`config.mk`:
```
export PLATFORM = sky130hd
export DESIGN_NAME = preemptive_priority_scheduler
export DESIGN_NICKNAME = d
export VERILOG_FILES = /design/src/psched_pkg.sv /design/src/preemptive_priority_scheduler.sv
export SDC_FILE = /design/constraint.sdc
export NUM_CORES = 1
export LEC_CHECK = 0
export ABC_AREA = 0
export BUFFER_PORTS_ARGS = -buffer_cell sky130_fd_sc_hd__buf_4
export CAP_MARGIN = 40
export CORE_MARGIN = 2
export CORE_UTILIZATION = 45
export DETAILED_ROUTE_END_ITERATION = 10
export SETUP_SLACK_MARGIN = 0.05
export SLEW_MARGIN = 10
export SYNTH_ARGS = -nofsm -noshare
export SYNTH_HDL_FRONTEND = slang
export SYNTH_SLANG_ARGS = --single-unit
```
`constraint.sdc`:
```
create_clock -name clk -period 5.9 [get_ports clk]
set_clock_uncertainty 0.2 [all_clocks]
set_input_delay 0.885 -clock clk [delete_from_list [all_inputs] [get_ports clk]]
set_output_delay 0.885 -clock clk [all_outputs]
set_load 0.005 [all_outputs]
```
`src/psched_pkg.sv`:
```
// ----------------------------------------------------------------------------
// Preemptive priority scheduler package
// Shared beat types, field widths and sequencer states of the scheduler.
// ----------------------------------------------------------------------------
package psched_pkg;

	localparam int ARR_W  = 16;
	localparam int BUR_W  = 12;
	localparam int PRIO_W = 8;
	localparam int RES_W  = 17;
	localparam int PNUM_W = 7;

	// Largest time value a result field can show.
	localparam logic [RES_W-1:0] TIME_MAX = '1;

	typedef struct packed {
		logic [ARR_W-1:0]  arrival_time;
		logic [BUR_W-1:0]  burst_time;
		logic [PRIO_W-1:0] prio_level;
		logic              last_process;
	} proc_item_t;

	typedef struct packed {
		logic [PNUM_W-1:0] process_number;
		logic [RES_W-1:0]  completion_time;
		logic [RES_W-1:0]  turnaround_time;
		logic [RES_W-1:0]  waiting_time;
		logic              last_result;
	} result_t;

	typedef enum logic [2:0] {
		ST_IDLE,
		ST_INIT,
		ST_SCAN,
		ST_TICK,
		ST_OUT
	} state_t;

endpackage

```
`src/preemptive_priority_scheduler.sv`:
```
// ----------------------------------------------------------------------------
// Preemptive priority scheduler
// Loads a set of processes, simulates preemptive priority scheduling one time
// unit at a time and reports completion, turnaround and waiting times.
// ----------------------------------------------------------------------------
// Processes are loaded one beat per cycle while busy is low; the beat with
// last_process set starts the run, and busy falls in the cycle that carries the
// last result. A run consists of a setup sweep, then for each scheduled time
// unit or idle-time jump a full sweep of the process tables through their
// single read port followed by an update step, one extra sweep after the
// last completion, and a final sweep that streams the results. Results appear
// in load order, one per cycle, each on result for exactly one cycle marked by
// result_valid; the receiver cannot stall them. A beat that arrives when the
// tables are full is dropped, though its last_process flag still starts the
// run. Times above 131071 saturate at 131071.
module preemptive_priority_scheduler #(
	parameter int MAX_PROCS = 16
) (
	input  logic                   clk,
	input  logic                   arst_n,
	input  logic                   start,
	output logic                   busy,
	input  psched_pkg::proc_item_t proc_item,
	output logic                   result_valid,
	output psched_pkg::result_t    result
);
	import psched_pkg::*;

	localparam int IdxW  = (MAX_PROCS > 1) ? $clog2(MAX_PROCS) : 1;
	localparam int CntW  = $clog2(MAX_PROCS + 1);
	localparam int TimeW = $clog2((1 << ARR_W) + MAX_PROCS * ((1 << BUR_W) - 1));
	localparam logic [CntW-1:0] MaxCnt = CntW'(MAX_PROCS);

	// Process tables.
	logic [ARR_W-1:0]  arr_mem  [MAX_PROCS];
	logic [BUR_W-1:0]  bur_mem  [MAX_PROCS];
	logic [PRIO_W-1:0] pri_mem  [MAX_PROCS];
	logic [BUR_W-1:0]  rem_mem  [MAX_PROCS];
	logic [TimeW-1:0]  fin_mem  [MAX_PROCS];

	state_t state_q, state_d;

	logic [CntW-1:0]  loaded_q, done_q;
	logic [TimeW-1:0] time_q;
	logic [IdxW-1:0]  ptr_q, last_idx;
	logic             issue_q;

	logic              vld_s1, last_s1;
	logic [IdxW-1:0]   idx_s1;
	logic [ARR_W-1:0]  arr_s1;
	logic [BUR_W-1:0]  bur_s1;
	logic [PRIO_W-1:0] pri_s1;
	logic [BUR_W-1:0]  rem_s1;
	logic [TimeW-1:0]  fin_s1;

	logic             vld_s2, last_s2;
	logic [IdxW-1:0]  idx_s2;
	logic [TimeW-1:0] tat_s2;
	logic [TimeW-1:0] fin_s2;
	logic [BUR_W-1:0] bur_s2;

	logic              found_q, nxt_vld_q;
	logic [PRIO_W-1:0] best_q;
	logic [IdxW-1:0]   pick_q;
	logic [BUR_W-1:0]  pick_rem_q;
	logic [ARR_W-1:0]  nxt_arr_q;

	logic    res_vld_q;
	result_t res_q;

	logic             accept, load_we, sweep_begin, all_done;
	logic             rem_we, fin_we;
	logic [IdxW-1:0]  rem_wa, fin_wa;
	logic [BUR_W-1:0] rem_wd;
	logic [TimeW-1:0] fin_wd;
	logic             scan_live, scan_ready, take_pick, take_nxt;
	logic [TimeW-1:0] wait_s2;

	function automatic logic [RES_W-1:0] sat(input logic [TimeW-1:0] v);
		if (v > TimeW'(TIME_MAX)) begin
			return TIME_MAX;
		end
		return v[RES_W-1:0];
	endfunction

	assign busy     = (state_q != ST_IDLE);
	assign accept   = start && !busy;
	assign load_we  = accept && (loaded_q < MaxCnt);
	assign last_idx = IdxW'(loaded_q - 1'b1);
	assign all_done = (done_q == loaded_q);

	// Scan evaluation of the entry whose table data arrived this cycle.
	assign scan_live  = (state_q == ST_SCAN) && vld_s1 && (rem_s1 != '0);
	assign scan_ready = ({{(TimeW-ARR_W){1'b0}}, arr_s1} <= time_q);
	assign take_pick  = scan_live && scan_ready && (!found_q || (pri_s1 > best_q));
	assign take_nxt   = scan_live && !scan_ready && (!nxt_vld_q || (arr_s1 < nxt_arr_q));

	// Next state.
	always_comb begin
		state_d = state_q;
		unique case (state_q)
			ST_IDLE: begin
				if (accept && proc_item.last_process) state_d = ST_INIT;
			end
			ST_INIT: begin
				if (vld_s1 && last_s1) state_d = ST_SCAN;
			end
			ST_SCAN: begin
				if (vld_s1 && last_s1) state_d = ST_TICK;
			end
			ST_TICK: begin
				state_d = all_done ? ST_OUT : ST_SCAN;
			end
			ST_OUT: begin
				if (vld_s2 && last_s2) state_d = ST_IDLE;
			end
			default: state_d = ST_IDLE;
		endcase
	end

	// Sequencer outputs: sweep launch and table write ports.
	always_comb begin
		sweep_begin = (state_q != state_d) &&
			((state_d == ST_INIT) || (state_d == ST_SCAN) || (state_d == ST_OUT));
		rem_we = 1'b0;
		rem_wa = idx_s1;
		rem_wd = bur_s1;
		fin_we = 1'b0;
		fin_wa = idx_s1;
		fin_wd = {{(TimeW-ARR_W){1'b0}}, arr_s1};
		unique case (state_q)
			ST_INIT: begin
				rem_we = vld_s1;
				fin_we = vld_s1 && (bur_s1 == '0);
			end
			ST_TICK: begin
				rem_wa = pick_q;
				rem_wd = pick_rem_q - 1'b1;
				fin_wa = pick_q;
				fin_wd = time_q + 1'b1;
				rem_we = !all_done && found_q;
				fin_we = !all_done && found_q && (pick_rem_q == BUR_W'(1));
			end
			ST_IDLE, ST_SCAN, ST_OUT: begin
			end
			default: begin
			end
		endcase
	end

	// Table memories, registered read at the sweep pointer.
	always_ff @(posedge clk) begin
		if (load_we) begin
			arr_mem[loaded_q[IdxW-1:0]] <= proc_item.arrival_time;
			bur_mem[loaded_q[IdxW-1:0]] <= proc_item.burst_time;
			pri_mem[loaded_q[IdxW-1:0]] <= proc_item.prio_level;
		end
		arr_s1 <= arr_mem[ptr_q];
		bur_s1 <= bur_mem[ptr_q];
		pri_s1 <= pri_mem[ptr_q];
	end

	always_ff @(posedge clk) begin
		if (rem_we) begin
			rem_mem[rem_wa] <= rem_wd;
		end
		rem_s1 <= rem_mem[ptr_q];
	end

	always_ff @(posedge clk) begin
		if (fin_we) begin
			fin_mem[fin_wa] <= fin_wd;
		end
		fin_s1 <= fin_mem[ptr_q];
	end

	// Control state.
	always_ff @(posedge clk or negedge arst_n) begin
		if (!arst_n) begin
			state_q   <= ST_IDLE;
			loaded_q  <= '0;
			done_q    <= '0;
			time_q    <= '0;
			ptr_q     <= '0;
			issue_q   <= 1'b0;
			vld_s1    <= 1'b0;
			vld_s2    <= 1'b0;
			res_vld_q <= 1'b0;
			found_q   <= 1'b0;
			nxt_vld_q <= 1'b0;
		end else begin
			state_q   <= state_d;
			vld_s1    <= issue_q;
			vld_s2    <= vld_s1 && (state_q == ST_OUT);
			res_vld_q <= vld_s2;

			if (load_we) begin
				loaded_q <= loaded_q + 1'b1;
			end else if ((state_q == ST_OUT) && vld_s2 && last_s2) begin
				loaded_q <= '0;
			end

			if (sweep_begin) begin
				ptr_q   <= '0;
				issue_q <= 1'b1;
			end else if (issue_q) begin
				if (ptr_q == last_idx) begin
					issue_q <= 1'b0;
				end else begin
					ptr_q <= ptr_q + 1'b1;
				end
			end

			if ((state_q == ST_IDLE) && (state_d == ST_INIT)) begin
				done_q <= '0;
				time_q <= '0;
			end else if (rem_we && (rem_wd == '0)) begin
				// A zero burst in setup or the last unit of a process finishes it.
				done_q <= done_q + 1'b1;
			end

			if ((state_q == ST_TICK) && !all_done) begin
				if (found_q) begin
					time_q <= time_q + 1'b1;
				end else if (nxt_vld_q) begin
					time_q <= {{(TimeW-ARR_W){1'b0}}, nxt_arr_q};
				end
			end

			if (sweep_begin && (state_d == ST_SCAN)) begin
				found_q   <= 1'b0;
				nxt_vld_q <= 1'b0;
			end else begin
				if (take_pick) found_q <= 1'b1;
				if (take_nxt) nxt_vld_q <= 1'b1;
			end
		end
	end

	// Datapath registers.
	always_ff @(posedge clk) begin
		idx_s1  <= ptr_q;
		last_s1 <= (ptr_q == last_idx);
		idx_s2  <= idx_s1;
		last_s2 <= last_s1;
		tat_s2  <= fin_s1 - {{(TimeW-ARR_W){1'b0}}, arr_s1};
		fin_s2  <= fin_s1;
		bur_s2  <= bur_s1;
		if (take_pick) begin
			best_q     <= pri_s1;
			pick_q     <= idx_s1;
			pick_rem_q <= rem_s1;
		end
		if (take_nxt) begin
			nxt_arr_q <= arr_s1;
		end
		res_q.process_number  <= PNUM_W'(idx_s2) + 1'b1;
		res_q.completion_time <= sat(fin_s2);
		res_q.turnaround_time <= sat(tat_s2);
		res_q.waiting_time    <= sat(wait_s2);
		res_q.last_result     <= last_s2;
	end

	assign wait_s2      = tat_s2 - {{(TimeW-BUR_W){1'b0}}, bur_s2};
	assign result_valid = res_vld_q;
	assign result       = res_q;

	a_result_in_run: assert property (@(posedge clk) disable iff (!arst_n)
		result_valid |-> $past(busy))
		else $error("result strobe outside a run");

	a_loaded_bound: assert property (@(posedge clk) disable iff (!arst_n)
		loaded_q <= MaxCnt)
		else $error("load count beyond table depth");

	a_done_bound: assert property (@(posedge clk) disable iff (!arst_n)
		busy |-> (done_q <= loaded_q))
		else $error("more processes finished than loaded");

	a_pick_live: assert property (@(posedge clk) disable iff (!arst_n)
		(state_q == ST_TICK) && found_q |-> (pick_rem_q != '0))
		else $error("picked a finished process");

	a_last_starts: assert property (@(posedge clk) disable iff (!arst_n)
		start && !busy && proc_item.last_process |=> busy)
		else $error("last beat did not start a run");

endmodule
```
==> key figures <==
Die
  • Die Ht: 337 um
  • Die width: 337 um
  • Site Rows: 122
  • Initial Utilization: 45.2%
  • Core area: 0.110 mm2
  • Die footprint: 0.113 mm2
  • I/O Pins: 101

Global route
  • Global-route usage over all layers: 20.6%
  • Largest net degree at the start of global routing: 69
  • Vias in the first global route: 25600
  • Initial antenna violation count: 10
  • First-pass GRT wire length: 169000 um
  • GR Overflow Total: 0

Clock network
  • Clock slew at reported path FFs: 60 ps
  • Post_cts resized: 0
  • Root Driver: clkbuf_16
  • Sink Count: 1298
  • Clock tree buffer depth: 3
  • Setup Fix Bufs, Post-CTS: 0
  • Cts bufs inserted: 137
  • Hold buffers post-CTS: 1
  • CTS tree: built
  • Worst-Skew Late Latency: 750 ps
  • H-tree depth: 4

Place
  • GP Congestion: 0.874
  • Port bufs: 98
  • Post-DP HPWL: 71700 um
  • Placed Area: 0.0530 mm2

Power and ir drop
  • Pwr dens: 321 mW/mm2
  • Design Power: 18.5 mW
  • Leak Pwr: 19.3 nW
  • VDD IR-drop max: 0.000264 V

STA
  • Final Slew Violations: 0
  • Setup_tns: 0 ps
  • Worst hold slack: 128 ps
  • RSZ-0062 raised after global routing: no
  • Peak Freq: 0.265 GHz
  • Final Setup Violations: 0
  • Least-Margin Pin Slew: 893 ps
  • Final Hold Fails: 0
  • Post-layout min period: 3780 ps
  • Relative slew slack: 40.5%
  • Fin crit share: 64.0%

Worst setup path
  • Crit path launch: pick_rem_q[0]$_DFFE_PP_
  • Crit start category: flip-flop
  • Worst EP arrival: 4240 ps
  • Slowest CP cell: a211oi_1
  • Worst r2r src: pick_rem_q[0]$_DFFE_PP_
  • Critical path start-end classification: reg2reg
  • CP max FO: 17
  • Worst setup EP type: flip-flop
  • CP Data Required Time: 6360 ps
  • CP top delay family: simple AND/OR/NAND/NOR gates
  • Buf/Inv on CP: 1
  • Crit-path max cell delay: 590 ps
  • CP Cell Sequence: inv_1 -> ha_1 -> or3b_2 -> o211ai_1 -> nand3_1 -> a211oi_1 -> nand4b_4 -> or4_1 -> a21oi_1

Route
  • Routed wire length: 115000 um
  • Vias: 24600
  • Post-route ant nets: 0
  • DRT iter0 DRCs: 2376
  • Drt wl/cell: 26.4 um
  • Via-per-instance ratio: 5.67
  • Residual DRC: 0
  • Drt pass-1 iters: 6

Final layout
  • Area delta synth->final: 15.8%
  • Share of layout cells above drive strength 1: 28.3%
  • Post-route cell area: 0.0577 mm2
  • Nets: 2857
  • Finished Core Util: 52.3%

Logic synthesis
  • Synth area leader: edfxtp_1
  • Synth Area in XOR/XNOR: 1.05%
  • Syn_area_per_cell: 19.6 um2
  • Post-synth ARST share: 3.08%
  • Complex-gate fraction of the synthesized area: 2.87%
  • Main combinational cell family by area after synthesis: multiplexers
  • Post-synthesis sequential area ratio: 74.3%
  • Largest cells by area after synthesis: edfxtp_1, mux4_2, dfxtp_1
  • Synth warn: 0
  • Ys flop type: edfxtp_1
  • Mux cell area share after synthesis: 14.7%
  • Post-synth EDFFs: 1080
  • Post-synthesis adder-cell area fraction: 2.04%
  • Mapped Area: 0.0498 mm2
  • Simple-gate portion of the synthesized area: 3.20%
  • Mapped Cells: 2538
  • Synth top area share: 65.1%
  • #FFs+latches synth: 1298
  • Yosys cell types: 68

Status
  • Status: finished, final reports clean

Job
  • Max-cap violations: 0

Worst hold path
  • HP Start: fin_s2[6]$_DFF_P_
  • Hold Crit Class: reg2reg
[state kept, by name (all words and copies together), names as in the netlist, 5 cells and up]
name,count
result,57
pick_rem_q,12
pri_mem,128
fin_mem,272
fin_s1,17
rem_mem,192
arr_s1,16
arr_mem,256
time_q,17
bur_s1,12
bur_mem,192
best_q,8
done_q,5
pri_s1,8
loaded_q,5
fin_s2,17
bur_s2,12
nxt_arr_q,16
rem_s1,12
tat_s2,17
[report_power, final]
part	leakage, nW	switching, mW	internal, mW
clock	2.25	3.48	5.10
combinational	5.32	0.0618	0.0181
sequential	11.7	0	9.85
[per-layer routing]
layer	wire length [um]	part of all wire (%)	vias to the layer above	global-route usage, %
met3	7190	6.3	163	3.83
met4	3370	2.9	2	7.16
met1	47600	42	13000	27.7
li1	-	-	10600	-
met5	13	0.011	-	0
met2	56400	49	814	33.7
[worst paths after layout]
| check | end | slack [ps] | depth (start not counted) |
|---|---|---|---|
| worst max register to register | done_q[4]$_DFFE_PN0P_ | 2120 | 9 |
| worst min-delay path | result[41]$_SDFF_PN1_ | 130 | 0 |
| max in group asynchronous | ptr_q[2]$_DFFE_PN0P_ | 4480 | 2 |
| worst min register to register | result[41]$_SDFF_PN1_ | 130 | 0 |
| min in group asynchronous | result_valid$_DFF_PN0_ | 510 | 2 |
| worst max-delay path | done_q[4]$_DFFE_PN0P_ | 2120 | 9 |
[kinds of logic after synthesis]
logic type / count (synthesis)
compound gates: 222
xor+xnor: 60
fa+ha+maj: 80
buf+inv: 237
flops: 1298
mux: 327
other cells: 1
simple gates: 313
[layout make-up]
cell class | instances | area (um2)
Multi-Input combinational cell | 1004 | 12000
Tap cell | 1488 | 1860
Clock inverter | 66 | 671
Antenna cell | 4 | 10.0
Clock buffer | 182 | 3890
Fill cell | 8679 | 52500
Sequential cell | 1298 | 37000
Timing Repair Buffer | 199 | 1840
Inverter | 97 | 364
[synth_stat cells (4+ instances only)]
cell type and n:
edfxtp_1 1080, mux4_2 325, dfxtp_1 178, clkbuf_1 119, inv_1 97, nor2_1 88
ha_1 78, nand2_1 64, a21oi_1 56, o21ai_0 55, xnor2_1 48, dfrtp_1 40
a31oi_1 27, nand3_1 27, and2_1 18, a21o_1 17, nor3_1 17, buf_1 16
nand2b_1 15, o21a_1 14, nor2b_1 13, nand4_1 12, nor4_1 12, xor2_1 12
and3_1 9, or3_1 9, a311oi_1 8, o211ai_1 6, a211oi_1 5, nor3b_1 5
o31ai_1 5, or4_1 5, or2_2 4
[cell usage in the layout (no fill, tap or decap), types with 32 or more instances in the layout]
| master | count |
|---|---|
| dfxtp_1 | 178 |
| buf_4 | 153 |
| edfxtp_1 | 1080 |
| ha_1 | 78 |
| inv_1 | 97 |
| clkbuf_16 | 143 |
| nor2_1 | 56 |
| o21ai_0 | 50 |
| a21oi_1 | 56 |
| xnor2_1 | 48 |
| nor2_2 | 32 |
| nand2_1 | 64 |
| dfrtp_1 | 36 |
| mux4_2 | 325 |
[through the flow]
step | setup WS, ps | instances
floorplan | 2400 | 2539
global placement | 1670 | 4041
detailed placement | 2200 | 4081
CTS | 2210 | 4330
global route | 1930 | 4336
finish | 2120 | 4338
No activity file was read; power rests on OpenSTA's default activity.
